### src/rtl/point_project_to_window_assert.svh
// Assertion macros used by the point projection control module.
`ifndef POINT_PROJECT_TO_WINDOW_ASSERT_SVH
`define POINT_PROJECT_TO_WINDOW_ASSERT_SVH
`define PPW_ASSERT_IMPL(label, clk, rst_n, prop, msg) \
	label: assert property (@(posedge clk) disable iff (!rst_n) prop) else $error(msg);
`define PPW_ASSERT_NEXT(label, clk, rst_n, cond, expr, msg) \
	label: assert property (@(posedge clk) disable iff (!rst_n) (cond) |=> (expr)) else $error(msg);
`endif

### src/rtl/ppw_pkg.sv
// ----------------------------------------------------------------------------
// ppw_pkg
// Types, constants and codes shared by the point projection modules.
// ----------------------------------------------------------------------------
package ppw_pkg;
	localparam int FRAC_BITS_DEF = 16;
	localparam int CW = 32;
	localparam int NCOEF = 32;
	localparam int IW = 5;

	localparam logic OP_WRITE = 1'b0;
	localparam logic OP_PROJECT = 1'b1;

	localparam logic [1:0] REG_VP_X = 2'd0;
	localparam logic [1:0] REG_VP_Y = 2'd1;
	localparam logic [1:0] REG_VP_W = 2'd2;
	localparam logic [1:0] REG_VP_H = 2'd3;

	typedef enum logic [3:0] {
		ST_IDLE,
		ST_RD,
		ST_EYE,
		ST_CLIP,
		ST_WCHK,
		ST_DIV,
		ST_VIEW,
		ST_DONE
	} state_t;

	typedef struct packed {
		logic load;
		logic rd;
		logic mac_eye;
		logic mac_clip;
		logic div_start;
		logic view;
		logic finish_zero;
		logic finish;
	} cmd_t;

	typedef struct packed {
		logic w_zero;
		logic div_busy;
		logic mac_last;
	} sts_t;

	function automatic logic signed [31:0] sat32(input logic signed [67:0] v);
		if (v > 68'sh0_0000_0000_7FFF_FFFF) return 32'sh7FFF_FFFF;
		if (v < -68'sh0_0000_0000_8000_0000) return 32'sh8000_0000;
		return v[31:0];
	endfunction
endpackage

### src/rtl/ppw_ctrl.sv
// ----------------------------------------------------------------------------
// ppw_ctrl
// Sequencer for one request: table reads, multiply-accumulates, divide, scale.
// ----------------------------------------------------------------------------
`include "point_project_to_window_assert.svh"
module ppw_ctrl (
	input logic clk,
	input logic arst_n,
	input logic in_valid,
	input logic in_op,
	output logic in_ready,
	output logic out_valid,
	input logic out_ready,
	output ppw_pkg::cmd_t cmd,
	input ppw_pkg::sts_t sts
);
	ppw_pkg::state_t state_q, state_d;

	always_ff @(posedge clk or negedge arst_n) begin
		if (!arst_n) state_q <= ppw_pkg::ST_IDLE;
		else state_q <= state_d;
	end

	always_comb begin
		state_d = state_q;
		case (state_q)
			ppw_pkg::ST_IDLE: begin
				if (in_valid && in_op == ppw_pkg::OP_PROJECT) state_d = ppw_pkg::ST_RD;
			end
			ppw_pkg::ST_RD: state_d = ppw_pkg::ST_EYE;
			ppw_pkg::ST_EYE: if (sts.mac_last) state_d = ppw_pkg::ST_CLIP;
			ppw_pkg::ST_CLIP: if (sts.mac_last) state_d = ppw_pkg::ST_WCHK;
			ppw_pkg::ST_WCHK: state_d = sts.w_zero ? ppw_pkg::ST_DONE : ppw_pkg::ST_DIV;
			ppw_pkg::ST_DIV: if (!sts.div_busy) state_d = ppw_pkg::ST_VIEW;
			ppw_pkg::ST_VIEW: state_d = ppw_pkg::ST_DONE;
			ppw_pkg::ST_DONE: if (out_ready) state_d = ppw_pkg::ST_IDLE;
			default: state_d = ppw_pkg::ST_IDLE;
		endcase
	end

	always_comb begin
		cmd = '0;
		in_ready = 1'b0;
		out_valid = 1'b0;
		case (state_q)
			ppw_pkg::ST_IDLE: begin
				in_ready = 1'b1;
				cmd.load = in_valid;
			end
			ppw_pkg::ST_RD: cmd.rd = 1'b1;
			ppw_pkg::ST_EYE: cmd.mac_eye = 1'b1;
			ppw_pkg::ST_CLIP: cmd.mac_clip = 1'b1;
			ppw_pkg::ST_WCHK: begin
				cmd.div_start = !sts.w_zero;
				cmd.finish_zero = sts.w_zero;
			end
			ppw_pkg::ST_DIV: cmd.view = !sts.div_busy;
			ppw_pkg::ST_VIEW: cmd.finish = 1'b1;
			ppw_pkg::ST_DONE: out_valid = 1'b1;
			default: cmd = '0;
		endcase
	end

	`PPW_ASSERT_NEXT(a_done_holds, clk, arst_n, (out_valid && !out_ready), out_valid, "result dropped")
	`PPW_ASSERT_IMPL(a_excl, clk, arst_n, !(in_ready && out_valid), "accept while result pending")
	`PPW_ASSERT_NEXT(a_start, clk, arst_n, (in_valid && in_ready && in_op == ppw_pkg::OP_PROJECT), !in_ready, "projection not started")
endmodule

### config.mk
export PLATFORM = sky130hd
export DESIGN_NAME = ppw_ctrl
export DESIGN_NICKNAME = d
export VERILOG_FILES = /design/src/rtl/ppw_pkg.sv /design/src/rtl/ppw_ctrl.sv
export VERILOG_INCLUDE_DIRS = /design/src /design/src/rtl
export SDC_FILE = /design/constraint.sdc
export NUM_CORES = 1
export LEC_CHECK = 0
export ABC_AREA = 1
export BUFFER_PORTS_ARGS = -buffer_cell sky130_fd_sc_hd__buf_2
export CORE_AREA = 2 2 39 41
export CTS_BUF_LIST = sky130_fd_sc_hd__clkbuf_2 sky130_fd_sc_hd__clkbuf_4 sky130_fd_sc_hd__clkbuf_8
export DETAILED_ROUTE_END_ITERATION = 7
export DIE_AREA = 0 0 41 43
export SLEW_MARGIN = 30
export SYNTH_ARGS = -nofsm -noshare
export SYNTH_HDL_FRONTEND = slang
export SYNTH_SLANG_ARGS = --single-unit
### constraint.sdc
create_clock -name clk -period 1.3 [get_ports clk]
set_input_delay 0.065 -clock clk [delete_from_list [all_inputs] [get_ports clk]]
set_output_delay 0.065 -clock clk [all_outputs]
set_load 0.01 [all_outputs]
# Word level (Yosys, flattened, before mapping)
# Index checks and enable logic that the tools add are counted.
[classes]
n_mux = 17
n_reduce_logical = 5
eq_ne = 12
[ops]
columns = ["cell", "n"]
rows = [
  ["$pmux 4 s8", 1],
  ["$mux 4", 5],
  ["$eq 4x3->1 const B", 4],
  ["$mux 1", 10],
  ["$ne 2x2->1 const B", 5],
  ["$eq 4x2->1 const B", 2],
  ["$reduce_and 5->1", 1],
  ["$eq 4x1->1 const B", 1],
  ["$logic_not 4->1", 1],
  ["$logic_not 1->1", 2],
  ["$mux 2", 1],
  ["$logic_and 1x1->1", 1],
]
[word_totals]
wordCells = 35
out_inout_bits = 10
register_bits = 4
input_bits = 8

# Longest topological paths before layout
[logic_depth]
depth_word = 3
depth_mapped = 8
ltp_nobuf = 7

# Least setup slack after synthesis
# Ideal clock, no wire load.
[synth_path]
kind = "reg-to-reg"
from = "register state_q[2]"
to = "register state_q[0]"
path_slack_ns = 0.245
arrival_ns = 0.932
path_buffers = 1
path_stages_with_launch = 8
period_less_slack_ns = 1.055
setup_time_ns = 0.123
required_ns = 1.177
cell_sequence = "dfrtp_1 > buf_4 > nand2_1 > nor2_4 > nand2_2 > nand2_2 > o21ai_0 > nand2_1"
[synth_via]
elab_chain_cells = 3
word_cells_on_any_way = 15
classes_between = "12 x eq/ne; 1 x mux; 2 x reduce/logical"
[synth_rtl]
columns = ["element", "line_no", "source"]
rows = [
  ["start, declared", "ppw_ctrl.sv:17", "ppw_pkg::state_t state_q, state_d;"],
  ["start signal, assigned", "ppw_ctrl.sv:20", "if (!arst_n) state_q <= ppw_pkg::ST_IDLE;"],
  ["start signal, assigned", "ppw_ctrl.sv:21", "else state_q <= state_d;"],
  ["$eq 4x3->1, or another cell as far along", "ppw_ctrl.sv:26", "case (state_q)"],
  ["$ne 2x2->1 (no source line)", "-", ""],
  ["$reduce_and 5->1 (no source line)", "-", ""],
]
# Parallel ways exist; a longest one is shown, timed or not.
# A chain may end at the register's enable or synchronous reset.

==> flow_summary_export.csv <==
group,metric,value,unit
run_status,status,"complete, no violations",
cts,cts_max_level,1,
detailed_routing,drc,0,
yosys,yosys_warnings,0,
sta,setup_viol,0,
final_layout,final_util,0.317,
yosys,yosys_register_bits,3,
sta,period_minus_slack,1.20,ns
sta,tns,0,ns
floorplanning,start_util,0.208,
yosys,synthCells,47,
sta,fin_skew,0.000608,ns
critical_path,crit_path_start_kind,"flip-flop",
final_layout,multi_input_area,178,sq um
power_and_ir_drop,power,992,uW
place,post_dp_cell_area,385,sq um
cts,cts_root_buffer,"clkbuf_4",
sta,tightest_slew,0.167,ns
place,gp_congestion,0.695,
yosys,syn_area,288,sq um
final_layout,antenna_cells,0,
detailed_routing,wirelength,655,um
floorplanning,die_area,0.00176,sq mm
power_and_ir_drop,p_per_area,2260,mW/mm^2
power_and_ir_drop,p_leak,0.263,nW
global_route,grt_pass1_vias,307,
cts,clkTransAtPathRegs,0.03,ns
yosys,ys_seq_area_frac,0.261,
floorplanning,pin_count,18,
sta,final-hold-violation-count,0,
detailed_routing,vias,351,
place,dp_cells,79,
critical_path,cp-end-kind,"output pin",
critical_path,cp.arrival,1.13,ns
yosys,synth_nets,55,
global_route,antenna_found_initial,0,
cts,clk_latency,0.23,ns
global_route,grt_pass1_wl,1.08,mm
place,io_buffers,17,
min_path,hold_class,"in -> async",
yosys,ys_types,16,
final_layout,fillers,166,
sta,slew_violations,0,
yosys,synth_xor_area_frac,0,
final_layout,regMostFlops,"state_q",
final_layout,nets,78,
final_layout,layout-drive-gt1-share,0.536,
cts,cts_made_buffers,3,
final_layout,area.sequential,78.8,sq um
yosys,synth.area.mux_share,0,
final_layout,top_regs,"state_q x3",
final_layout,instances_no_fill,85,
floorplanning,placementRows,14,
detailed_routing,first_pass_iters,2,
flow_run,maxCapViolCount,0,
detailed_routing,drt-initial-drc-count,2,
floorplanning,core,0.00138,sq mm
sta,max_freq,0.834,GHz
yosys,yosys.area_share.simple,0.557,
global_route,overflow,0,
floorplanning,die-width,41,um
critical_path,path_class,"reg -> out",
place,dp_hpwl,539,um
yosys,yosys.area_share.adder,0,
cts,cts_max_path_buffers,2,
detailed_routing,vias_per_cell,4.13,
critical_path,crit_path_max_fanout,5,
detailed_routing,wl_per_cell,7.71,um
cts,cts_tree,"built",
cts,cts.sinks,3,
sta,period_share,0.922,
power_and_ir_drop,irDropWorstVdd,0.656,mV
floorplanning,die_y,43,um
final_layout,layout_common_cells,"17 x buf_2, 11 x nand2_1, 8 x nor2_1",
sta,rsz0062_at_grt,"yes",
final_layout,largest_reg_flops,3,
yosys,synth_top_area_share,0.261,
global_route,grt_usage,0.0926,
detailed_routing,ant_nets,0,
final_layout,mostFrequentLayoutCell,"buf_2",
final_layout,fin_area,439,sq um
yosys,synth_area_per_cell,6.12,sq um
yosys,synth-compound-area-share,0.0522,
global_route,grt_max_degree,9,
yosys,synth.area.top_cells,"dfrtp_1 26%, nand2_1 14%, nor2_1 12%",
final_layout,area_growth,52.6,%
yosys,synth_top_family_by_area,"simple AND/OR/NAND/NOR gates",
yosys,yosys.area.top_type,"dfrtp_1",
critical_path,crit_required,1.24,ns
sta,slew_headroom,0.889,
## where the power goes
| part | leakage (nW) | switching [mW] | internal [mW] | total [mW] |
|---|---|---|---|---|
| Combinational | 0.211 | 0.344 | 0.230 | 0.575 |
| Clock | 0.0184 | 0.0438 | 0.136 | 0.179 |
| Sequential | 0.0334 | 0.0869 | 0.151 | 0.238 |
## kinds of logic (layout without fill, tap and decap cells)
group | count (synthesis) | after routing
and+or+nand+nor | 32 | 32
buffers and inverters | 9 | 31
AOI/OAI and AO/OA | 3 | 3
DFF | 3 | 3
## area by class of cell
class	instances	share of cell area
clock buffers	4	0.0684
multi-input cells	35	0.405
flip-flops and latches	3	0.179
repair buffers	19	0.234
inverters	8	0.0684
well taps	16	0.0456
## metal layers
| layer | vias to the layer above | wire length [um] | track usage |
|---|---|---|---|
| met1 | 154 | 284 | 0.0844 |
| met4 | 0 | 0 | 0.0600 |
| met2 | 8 | 317 | 0.150 |
| li1 | 189 | - | - |
| met5 | - | 0 | 0 |
| met3 | 0 | 53 | 0.0471 |
## Yosys cell counts (all sizes together)
master,number
nand3,3
nand2,15
dfrtp,3
buf,1
a21oi,1
nor2,10
nand3b,1
o21ai,2
inv,8
nor3,2
nand4,1
## per-stage QoR
step	hold slack [ns]	setup slack [ns]
2_1_floorplan	-0.231	0.245
3_3_place_gp	-0.133	0.163
3_5_place_dp	-0.137	0.131
4_1_cts	0.156	0.0288
5_1_grt	0.177	-0.00967
6_report	0.164	0.101
## critical path, stage by stage, from the launching register on
cell and delay [ns]:
dfrtp_2 0.43, inv_2 0.10, nand2_2 0.07, nor2_1 0.08, nand2_1 0.07, inv_1 0.05, buf_2 0.11
## final timing paths
kind,slack [ns],endpoint,depth (start not counted),start
max,0.10,cmd[1],6,state_q[0]
min,0.16,state_q[0],2,arst_n
min reg2reg,0.58,state_q[0],2,state_q[0]
max reg2reg,0.12,state_q[1],7,state_q[0]
max in group asynchronous,1.02,state_q[2],2,arst_n
min in group clk,0.20,state_q[1],5,sts[2]
## repair_timing
item / CTS / global route
hold endpoints to repair: 3 / 0
endpoints found under the setup margin: 0 / 4
hold buffers: 1 / 0
resized for setup: 0 / 4
setup buffers: 0 / 1
No activity file was read; power rests on OpenSTA's default activity.
